===== src/sv/sgi_pkg.sv =====
package sgi_pkg;

  localparam int CW  = 32;
  localparam int PW  = CW + 1;
  localparam int DW  = 2 * PW + 1;
  localparam int CAW = 2 * CW + 1;
  localparam int NW  = CAW + PW + 1;
  localparam int QW  = CW + 1;
  localparam int FRONT_STAGES = 8;
  localparam int LAT = FRONT_STAGES + QW + 2;

  typedef struct packed {
    logic signed [CW-1:0] ax0;
    logic signed [CW-1:0] ay0;
    logic signed [CW-1:0] ax1;
    logic signed [CW-1:0] ay1;
    logic signed [CW-1:0] bx0;
    logic signed [CW-1:0] by0;
    logic signed [CW-1:0] bx1;
    logic signed [CW-1:0] by1;
  } crd_t;

  typedef struct packed {
    crd_t crd;
    logic negx;
    logic negy;
    logic miss;
  } side_t;

  typedef struct packed {
    logic [DW-1:0] d;
    logic [DW-1:0] rx;
    logic [DW-1:0] ry;
    logic [QW-1:0] nxl;
    logic [QW-1:0] nyl;
    logic [QW-1:0] qx;
    logic [QW-1:0] qy;
    side_t         side;
  } div_t;

endpackage


===== src/sv/sgi_cell.sv =====
module sgi_cell import sgi_pkg::*; (
  input  logic  clk,
  input  logic  rst_n,
  input  logic  in_v,
  input  div_t  in_st,
  output logic  out_v,
  output div_t  out_st
);

  logic       v_r;
  div_t       st_r;
  div_t       st_nxt;
  logic [DW:0] r2x, r2y;
  logic       gex, gey;

  // one quotient bit per lane
  always_comb begin
    r2x    = {in_st.rx, in_st.nxl[QW-1]};
    r2y    = {in_st.ry, in_st.nyl[QW-1]};
    gex    = r2x >= {1'b0, in_st.d};
    gey    = r2y >= {1'b0, in_st.d};
    st_nxt = in_st;
    st_nxt.rx  = gex ? DW'(r2x - {1'b0, in_st.d}) : DW'(r2x);
    st_nxt.ry  = gey ? DW'(r2y - {1'b0, in_st.d}) : DW'(r2y);
    st_nxt.nxl = {in_st.nxl[QW-2:0], 1'b0};
    st_nxt.nyl = {in_st.nyl[QW-2:0], 1'b0};
    st_nxt.qx  = {in_st.qx[QW-2:0], gex};
    st_nxt.qy  = {in_st.qy[QW-2:0], gey};
  end

  always_ff @(posedge clk) begin
    if (!rst_n) begin
      v_r <= 1'b0;
    end else begin
      v_r <= in_v;
    end
  end

  always_ff @(posedge clk) begin
    st_r <= st_nxt;
  end

  assign out_v  = v_r;
  assign out_st = st_r;

endmodule


===== config.mk =====
export PLATFORM = sky130hd
export DESIGN_NAME = sgi_cell
export DESIGN_NICKNAME = d
export VERILOG_FILES = /design/src/sv/sgi_pkg.sv /design/src/sv/sgi_cell.sv
export SDC_FILE = /design/constraint.sdc
export NUM_CORES = 1
export LEC_CHECK = 0
export ABC_AREA = 1
export BUFFER_PORTS_ARGS = -buffer_cell sky130_fd_sc_hd__buf_2
export CORE_AREA = 10 10 452 454
export DETAILED_ROUTE_END_ITERATION = 8
export DIE_AREA = 0 0 462 464
export PLACE_DENSITY = 0.3
export REMOVE_ABC_BUFFERS = 1
export SLEW_MARGIN = 30
export SYNTH_ARGS = -nofsm -noshare
export SYNTH_HDL_FRONTEND = slang
export SYNTH_SLANG_ARGS = --single-unit
export TNS_END_PERCENT = 100

===== constraint.sdc =====
create_clock -name clk -period 2.5 [get_ports clk]
set_input_delay 0.5 -clock clk [delete_from_list [all_inputs] [get_ports clk]]
set_output_delay 0.5 -clock clk [all_outputs]
set_load 0.02 [all_outputs]

# Word-level counts from Yosys, hierarchy flattened
# Index checks and enable logic that the tools add are counted.
# word_totals
reg_bits	591
input_bits	595
out_inout_bits	593
word_cells	25
# classes
addsub	2
n_lt_le_gt_ge	2
n_mux	2
# ops
cell	count
$ge 68x67->1	2
$mux 67	2
$sub 67x67->67	2

# Depth between registers and ports, before layout
# Gate-level depths: netlist of the first run.
# depth
word_depth	2
ltp_mapped	19
depth_no_buf	17

# Least setup slack after synthesis of the first run
# Ideal clock, no wire load.
# synth_path
kind	in2reg
startpoint	input port in_st[390] (netlist bit)
endpoint	register st_r (netlist bit out_st[472])
setup_time_ns	0.112
arrival_ns	2.335
slack_ns	0.053
stages	16
path_cell_list	inv_1 > ha_1 > inv_1 > fa_1 > nand3_1 > nand3_1 > nand4_1 > nand3_1 > nand2_1 > nand3_2 > nand2_1 > nand2_2 > buf_4 > buf_4 > nand2_1 > nand2_1
# synth_rtl
element	line	rtl
from (decl)	sgi_cell.sv:5	input div_t in_st,
to (signal assigned)	sgi_cell.sv:40	st_r <= st_nxt;
to (decl)	sgi_cell.sv:11	div_t st_r;

==> flow_summary.ini, run 1 <==
[run_status]
status = finished clean

[setup_path]
critical_path_buf_inv_count = 7
worstSetupEndpointType = register
cp_max_fo = 8
cpMaxStageDelayCell = a21oi_1
start_kind = primary input
critical_path.top_delay_family = buffers and inverters
path_common_cell = nand2_1
cpPeakStageDelay_ns = 0.38
crit_required_ns = 3.09
path_class = primary input to register
crit_chain = buf_2 > inv_1 > buf_4 > ha_1 > a21oi_1 > buf_4 > nand2_1 > inv_1 > nand2_1 > a21oi_1 > nand2_1 > a21oi_2 > nand2_4 > buf_12 > clkbuf_16 > nand3_1 > nand2_1
worst_ep_arrival_time_ns = 3.04

[die]
core_region_area_sq_um = 195000
dieArea_sq_um = 214000
rows = 162
io_pins = 1188
die_h_microns = 464
initial_utilization_pct = 13.2
die_x_microns = 462

[clock_network]
cts-root-buf = clkbuf_16
clk_pin_slew_ns = 0.06
clockBufferDepth = 3
cts-buffers-inserted = 83
tritoncts = done
clock_sinks = 591
htree_levels = 3

[global_route]
grt_usage_pct = 22.8
grt_overflow = 0
antenna_found_initial = 172
grt_pass1_wl_microns = 326000
grt_max_degree = 43
grt_pass1_vias = 33306

[min_path]
holdCritPathClass = primary input to register

[detailed_routing]
drc = 0
first_pass_iters = 5
wl_per_cell_microns = 29.2
initialDrtViolationCount = 1765
routed_wl_microns = 257000
ant_nets = 0
vias = 32530
via_per_inst = 3.69

[timing]
post-route-min-period_ns = 2.45
finalHoldViolations = 0
slew_headroom_pct = 49.7
fmax_mhz = 408
finalSetupViolations = 0
finalCritPeriodShare_pct = 98.0
slew_viol_final = 0
tightest_slew_ns = 0.747
grt_setup_unrepaired = yes

[job]
cap_violations = 0

[yosys]
syn_area_sq_um = 25600
synth_cells = 3573
yosysTopAreaCellShare_pct = 46.2
synth_area_leaders = dfxtp_1 (46%), nand2_1 (20%), inv_1 (8.6%)
synthDistinctLibCells = 31
yosysSeqAreaShare_pct = 46.2
ys_ff_latch = 591
yosys_warnings = 0
synth_top_cell_by_area = dfxtp_1
syn_avg_cell_area_sq_um = 7.17

[placed_design]
place_congestion = 0.952
dp_hpwl_microns = 228000
dp.cells = 8058
port-buffer-count = 1183

[cells_and_area]
fin_cells = 8811
drive_gt1_share_pct = 35.9
nets = 6864
area_delta_synth_final_pct = 93.2
final_util_pct = 25.5

[pwr]
ir_drop_v = 0.000493
power.total_mw = 33.2
p_leak_nw = 26.5
power.density_nw_per_um2 = 669
where the power goes:
group / leakage, nW / internal (mW) / switching [mW]
combinational: 20.1 / 3.90 / 5.97
sequential: 4.99 / 10.3 / 0.399
clock: 1.37 / 7.35 / 5.28
flip-flops by register name (all words and copies together), names as in the netlist:
name	flops
out_st	590
out_v	1
final cells by class:
type | instances | area, sq um
diodes | 71 | 178
fillers | 22002 | 145000
multi-input cells | 2337 | 11500
clock inverters | 41 | 567
clock buffers | 109 | 2250
inverters | 616 | 2330
well taps | 2542 | 3180
flip-flops and latches | 591 | 11800
repair buffers | 2504 | 17700
synth_stat cells:
| cell type | number |
|---|---|
| a21boi_0 | 2 |
| a21o_1 | 4 |
| a21oi_1 | 149 |
| a21oi_2 | 4 |
| and2_1 | 1 |
| and3_1 | 2 |
| buf_2 | 14 |
| buf_4 | 6 |
| buf_6 | 10 |
| conb_1 | 1 |
| dfxtp_1 | 591 |
| fa_1 | 2 |
| ha_1 | 134 |
| inv_1 | 587 |
| inv_2 | 29 |
| nand2_1 | 1357 |
| nand2_2 | 9 |
| nand3_1 | 174 |
| nand3_2 | 2 |
| nand3b_1 | 24 |
| nand4_1 | 28 |
| nor2_1 | 235 |
| nor2_2 | 24 |
| nor2_4 | 2 |
| nor3_1 | 25 |
| nor4_1 | 9 |
| o21ai_0 | 51 |
| o21ai_1 | 3 |
| o21bai_1 | 26 |
| xnor2_1 | 4 |
| xor2_1 | 64 |
routing by layer:
layer	wire length (microns)	part of all wire, %	global-route usage, %
met5	293	0.11	0
met4	7320	2.8	6.04
met3	15900	6.2	5.48
met2	130000	50	41.7
met1	104000	40	26.3
layout by cell type (no fill, tap or decap), types with 4 or more instances in the layout:
cell,netlist,routed
nor4_1,9,9
clkbuf_8,0,8
buf_4,6,754
clkbuf_16,0,89
dfxtp_1,591,591
nand4_1,28,28
o21bai_1,26,26
o21ai_0,51,48
ha_1,134,131
nand3_2,2,8
clkinvlp_4,0,6
diode_2,0,71
nand3b_1,24,24
a21o_1,4,4
xnor2_1,4,4
dlygate4sd3_1,0,522
a21oi_1,149,143
inv_1,587,585
a21oi_2,4,10
nand2_1,1357,1349
buf_12,0,35
xor2_1,64,64
nor2_2,24,34
clkinv_2,0,18
buf_2,14,1183
nand2_2,9,15
nor3_1,25,23
inv_2,29,28
clkbuf_1,0,18
nand3_1,174,168
o21ai_1,3,6
bufinv_16,0,9
nor2_4,2,7
nor2_1,235,220
timing repair:
action	CTS	global route
hold endpoints to repair	521	0
setup endpoints to repair	0	134
gates resized for setup	0	61
setup buffers	0	3
hold buffers	522	0
worst paths after layout:
path,from,to,slack (ns),cells after the start
setup / recovery,in_st[584],out_st[438],0.05,17
hold / removal,in_st[403],out_st[404],0.06,3
per-stage QoR:
step | hold WS (ns) | instance area [sq um] | setup TNS, ns | setup WS [ns]
3_5_place_dp | 0.604 | 40900 | -86.65 | -0.727
3_3_place_gp | 0.604 | 40900 | -89.97 | -0.731
4_1_cts | 0.000465 | 48900 | 0 | 0.00455
2_1_floorplan | 0.528 | 25400 | -108.42 | -0.823
6_report | 0.0627 | 49500 | 0 | 0.0504
5_1_grt | 0.0185 | 49500 | -0.111 | -0.0204
kinds of logic (layout without fill, tap and decap cells):
| group | count (synthesis) | in the layout | synth area share [%] |
|---|---|---|---|
| and+or+nand+nor | 1892 | 1892 | 29.9 |
| buffers and inverters | 646 | 3270 | 9.91 |
| DFF | 591 | 591 | 46.2 |
| AOI/OAI and AO/OA | 239 | 239 | 5.04 |
| adders and majority gates | 136 | 136 | 6.70 |
| xor gates and xnor gates | 68 | 68 | 2.32 |
| other | 1 | 73 | 0.0146 |
(Power assumes the default switching activity.)
==> run 2: changes to the inputs <==
--- a/config.mk
+++ b/config.mk
@@ -7,9 +7,9 @@
 export LEC_CHECK = 0
 export ABC_AREA = 1
 export BUFFER_PORTS_ARGS = -buffer_cell sky130_fd_sc_hd__buf_2
-export CORE_AREA = 10 10 452 454
+export CORE_AREA = 2 2 457 459
 export DETAILED_ROUTE_END_ITERATION = 8
-export DIE_AREA = 0 0 462 464
+export DIE_AREA = 0 0 459 461
 export PLACE_DENSITY = 0.3
 export REMOVE_ABC_BUFFERS = 1
 export SLEW_MARGIN = 30
==> constraint.sdc (replaced) <==
create_clock -name clk -period 2.6 [get_ports clk]
set_input_delay 0.52 -clock clk [delete_from_list [all_inputs] [get_ports clk]]
set_output_delay 0.52 -clock clk [all_outputs]
set_load 0.02 [all_outputs]
==> run 2 against run 1 <==
- core utilization down 1.2 points
- worst hold slack better by 0.00083 ns
- clock power increased by 5%
- sequential power is 4% lower
- power shrank 0.69%
- combinational power shrank 3.5%
- non-clock buffer count decreased by 35
- critical path depth decreased by 3
- sequential cell count is the same
==> flow_summary.ini, run 2 (same netlist as run 1, synthesis figures left out) <==
[cells_and_area]
layout_commonest_cell = nand2_1
nets = 6831
fillCellCount = 23325
largest_reg_flops = 590
fin_cells = 8924
mostFrequentLayoutCells = nand2_1 (1343), buf_2 (1183), buf_4 (712)
area_delta_synth_final_pct = 95.0
final_util_pct = 24.2
drive_gt1_share_pct = 36.4

[setup_path]
crit_required_ns = 3.24
start_kind = primary input
worstSetupEndpointType = register
path_class = primary input to register
cp_max_fo = 9
worst_ep_arrival_time_ns = 3.23

[placed_design]
dp_hpwl_microns = 225000
dp.cells = 8182
place_congestion = 0.920
dp_worst_setup_slack_ns = -0.783
port-buffer-count = 1183

[clock_network]
cts-buffers-inserted = 85
tritoncts = done
clk_pin_slew_ns = 0.06
clockBufferDepth = 3
htree_levels = 3
cts-root-buf = clkbuf_16
clock_sinks = 591

[pwr]
power.total_mw = 32.9
power.density_nw_per_um2 = 659
ir_drop_v = 0.000509
p_leak_nw = 26.5

[global_route]
grt_max_degree = 42
grt_pass1_wl_microns = 318000
use_met3_pct = 4.82
met2_usage_pct = 41.2
grt_usage_pct = 23.0
antenna_found_initial = 129
grt_pass1_vias = 32403
busiest_layer = met2
use_met1_pct = 27.4
grt_overflow = 0

[timing]
finalSetupViolations = 0
slew_viol_final = 0
finalHoldViolations = 0
finalCritPeriodShare_pct = 99.5
slew_headroom_pct = 59.9
fmax_mhz = 387
post-route-min-period_ns = 2.59
worst_slack_ns = 0.0134
tightest_slew_ns = 0.595
finalSetupTns_ns = 0
grt_setup_unrepaired = yes

[die]
rows = 167
io_pins = 1188
die_h_microns = 461
dieArea_sq_um = 212000
initial_utilization_pct = 12.4
die_x_microns = 459
core_region_area_sq_um = 206000

[detailed_routing]
ant_nets = 0
routed_wl_microns = 256000
first_pass_iters = 5
drc = 0
initialDrtViolationCount = 2141
vias = 32752
via_per_inst = 3.67
wl_per_cell_microns = 28.7

[min_path]
hold_depth = 3
hp-start = in_st[473]
holdCritPathClass = primary input to register
hold_end = out_st[474]

[run_status]
status = finished clean

[job]
cap_violations = 0
run 2: changes by cell type in the layout (fill, tap and decap cells not counted), sizes merged:
cell,before,now
inv,617,619
clkinvlp,6,5
dlygate4sd3,522,513
diode,71,52
buf,1976,1949
bufinv,9,14
run 2: report_power, final:
part	switching, mW	internal, mW	total (mW)
logic	5.77	3.74	9.51
clock network	5.30	7.86	13.2
registers	0.394	9.87	10.3
run 2: timing repair:
| action | CTS | global route |
|---|---|---|
| buffers inserted | 0 | 11 |
| hold buffers | 513 | 0 |
| gates cloned | 0 | 11 |
| resized for setup | 1 | 97 |
| hold endpoints to repair | 513 | 0 |
| endpoints found under the setup margin | 1 | 135 |
| pin swaps | 0 | 17 |
run 2: critical path, cell delays in order:
cell and delay, ns:
dlygate4sd3_1 0.52, buf_2 0.11, inv_1 0.08, ha_1 0.46
a21oi_2 0.12, buf_4 0.14, o21ai_0 0.47, a21oi_2 0.09
nand2_4 0.11, buf_12 0.15, buf_12 0.13, clkbuf_16 0.17
nand3_1 0.07, nand2_1 0.05
run 2: per-layer routing:
layer,share of wire [%],vias to the layer above
met1,41,15042
met5,0.12,-
met2,49,1262
met4,3.6,50
met3,6.0,334
li1,-,16064
run 2: worst max-delay path by stage:
stage,from,depth (start not counted),endpoint,slack [ns]
2_1_floorplan,in_st[390],15,out_st[493],-0.74
3_3_place_gp,in_st[536],19,out_st[514],-0.74
3_5_place_dp,in_st[525],18,out_st[514],-0.78
4_1_cts,in_st[504],15,out_st[514],0.007
5_1_grt,in_st[567],18,out_st[444],-0.02
6_report,in_st[590],14,out_st[445],0.01
run 2: area by class of cell:
cell class                      instances  area, sq um  share of cell area (%)
Tap cell                             2704         3380                    6.77
Sequential cell                       591        11800                    23.7
Timing Repair Buffer                 2469        17600                    35.3
Clock buffer                          108         2350                    4.71
Antenna cell                           52          130                   0.260
Multi-Input combinational cell       2337        11600                    23.2
Clock inverter                         47          719                    1.44
Inverter                              616         2330                    4.66
run 2: stage by stage:
| step | hold WS (ns) | area, sq um |
|---|---|---|
| 4_1_cts | 0.000860 | 49100 |
| 6_report | 0.0636 | 50000 |
| 3_5_place_dp | 0.624 | 40900 |
| 5_1_grt | 0.0431 | 49900 |
| 3_3_place_gp | 0.623 | 40900 |
| 2_1_floorplan | 0.548 | 25400 |
==> run 3: changes to the inputs <==
--- a/config.mk
+++ b/config.mk
@@ -7,9 +7,9 @@
 export LEC_CHECK = 0
 export ABC_AREA = 1
 export BUFFER_PORTS_ARGS = -buffer_cell sky130_fd_sc_hd__buf_2
-export CORE_AREA = 2 2 457 459
+export CORE_AREA = 2 2 461 463
 export DETAILED_ROUTE_END_ITERATION = 8
-export DIE_AREA = 0 0 459 461
+export DIE_AREA = 0 0 463 465
 export PLACE_DENSITY = 0.3
 export REMOVE_ABC_BUFFERS = 1
 export SLEW_MARGIN = 30
==> run 3 against run 2 <==
- cell count is 1.3% higher
- count of clock-buffer cells in the layout is 9 higher
- wire length hardly changed
- core utilization is 0.32 points lower
==> flow_summary.ini, run 3 (same netlist as run 1, synthesis figures left out) <==
[global_route]
grt_max_degree = 36
grt_usage_pct = 22.9
grt_pass1_wl_microns = 323000
antenna_found_initial = 146
grt_pass1_vias = 32525
grt_overflow = 0

[timing]
slew_headroom_pct = 66.7
finalCritPeriodShare_pct = 97.8
finalHoldViolations = 0
finalSetupViolations = 0
post-route-min-period_ns = 2.54
slew_viol_final = 0
grt_setup_unrepaired = yes
tightest_slew_ns = 0.494
fmax_mhz = 393
worst_slack_ns = 0.0569

[die]
core_region_area_sq_um = 211000
initial_utilization_pct = 12.2
io_pins = 1188
rows = 169
die_x_microns = 463
die_h_microns = 465
dieArea_sq_um = 215000

[setup_path]
cp_max_fo = 7
start_kind = primary input
crit_required_ns = 3.18
crit_chain = buf_2 > buf_12 > ha_1 > inv_1 > fa_1 > nand3_2 > nand3_2 > nand4_1 > nand3_1 > buf_4 > nand2_1 > nand3_2 > nand2_1 > nand2_4 > buf_12 > buf_4 > nand3_2 > nand2_1
path_class = primary input to register
worstSetupEndpointType = register
worst_ep_arrival_time_ns = 3.12
path_common_cell = nand3_2
cpMaxStageDelayCell = fa_1
cpPeakStageDelay_ns = 0.41

[placed_design]
dpl_cell_area_sq_um = 41100
dp.cells = 8306
dp_worst_setup_slack_ns = -0.754
port-buffer-count = 1183
place_congestion = 0.942
dp_hpwl_microns = 227000

[detailed_routing]
initialDrtViolationCount = 1814
via_per_inst = 3.60
routed_wl_microns = 256000
first_pass_iters = 5
ant_nets = 0
drc = 0
vias = 32525
wl_per_cell_microns = 28.4

[job]
cap_violations = 0

[cells_and_area]
drive_gt1_share_pct = 36.8
area_delta_synth_final_pct = 96.5
fin_cells = 9040
design_area_sq_um = 50400
seq_area_sq_um = 11800
multi_input_area_sq_um = 11800
fillCellCount = 23827
nets = 6828
layout_commonest_cell = nand2_1
mostFrequentLayoutCells = nand2_1 (1327), buf_2 (1182), buf_4 (715)
largest_reg_flops = 590

[run_status]
status = finished clean

[clock_network]
cts-buffers-inserted = 85
clk_pin_slew_ns = 0.06
clockBufferDepth = 3
cts-root-buf = clkbuf_16
htree_levels = 3
tritoncts = done
clock_sinks = 591

[pwr]
ir_drop_v = 0.000562
power.density_nw_per_um2 = 656
power.total_mw = 33.0
p_leak_nw = 26.6

[min_path]
holdCritPathClass = primary input to register
## run 3: layout make-up
cell class                      count  area share [%]
Antenna cell                       52           0.258
Clock buffer                      117            4.88
Clock inverter                     40            1.37
Inverter                          616            4.63
Multi-Input combinational cell   2337            23.4
Sequential cell                   591            23.5
Tap cell                         2821            7.01
Timing Repair Buffer             2466            35.0
## run 3: per-stage QoR
step                      hold slack, ns  setup TNS (ns)  utilization, %
after floorplan                    0.548          -97.54               -
after global placement             0.624          -88.27            19.5
after detailed placement           0.624          -90.30            19.5
after CTS                        0.00288               0            23.4
after global routing              0.0212          -0.171            23.9
final                             0.0711               0            23.9
## run 3: timing repair
item / 4_1_cts / 5_1_grt
resized for setup: 0 / 142
buffers inserted: 0 / 8
hold endpoints to repair: 505 / 0
hold buffers: 506 / 0
setup endpoints to repair: 0 / 136
## run 3: power breakdown
part           internal, mW  switching, mW
clock                  7.97           5.27
sequential             9.87          0.400
combinational          3.75           5.76
## run 3: critical path, delay by kind of cell
family / cells / cell delay (ns)
buffers and inverters: 6 / 0.96
adder cells (fa/ha/maj): 2 / 0.58
AND/OR/NAND/NOR: 10 / 1.02
## run 3: worst paths after layout
path	from	endpoint	cells after the start
worst min-delay path	in_st[494]	out_st[495]	3
worst max-delay path	in_st[525]	out_st[498]	18
## run 3: per-layer routing
metal,vias up,track usage (%),routed length (microns)
met5,-,0,267
met4,44,6.69,8530
met3,278,5.47,15000
met2,1169,40.8,127000
met1,14998,27.0,106000
li1,16036,-,-
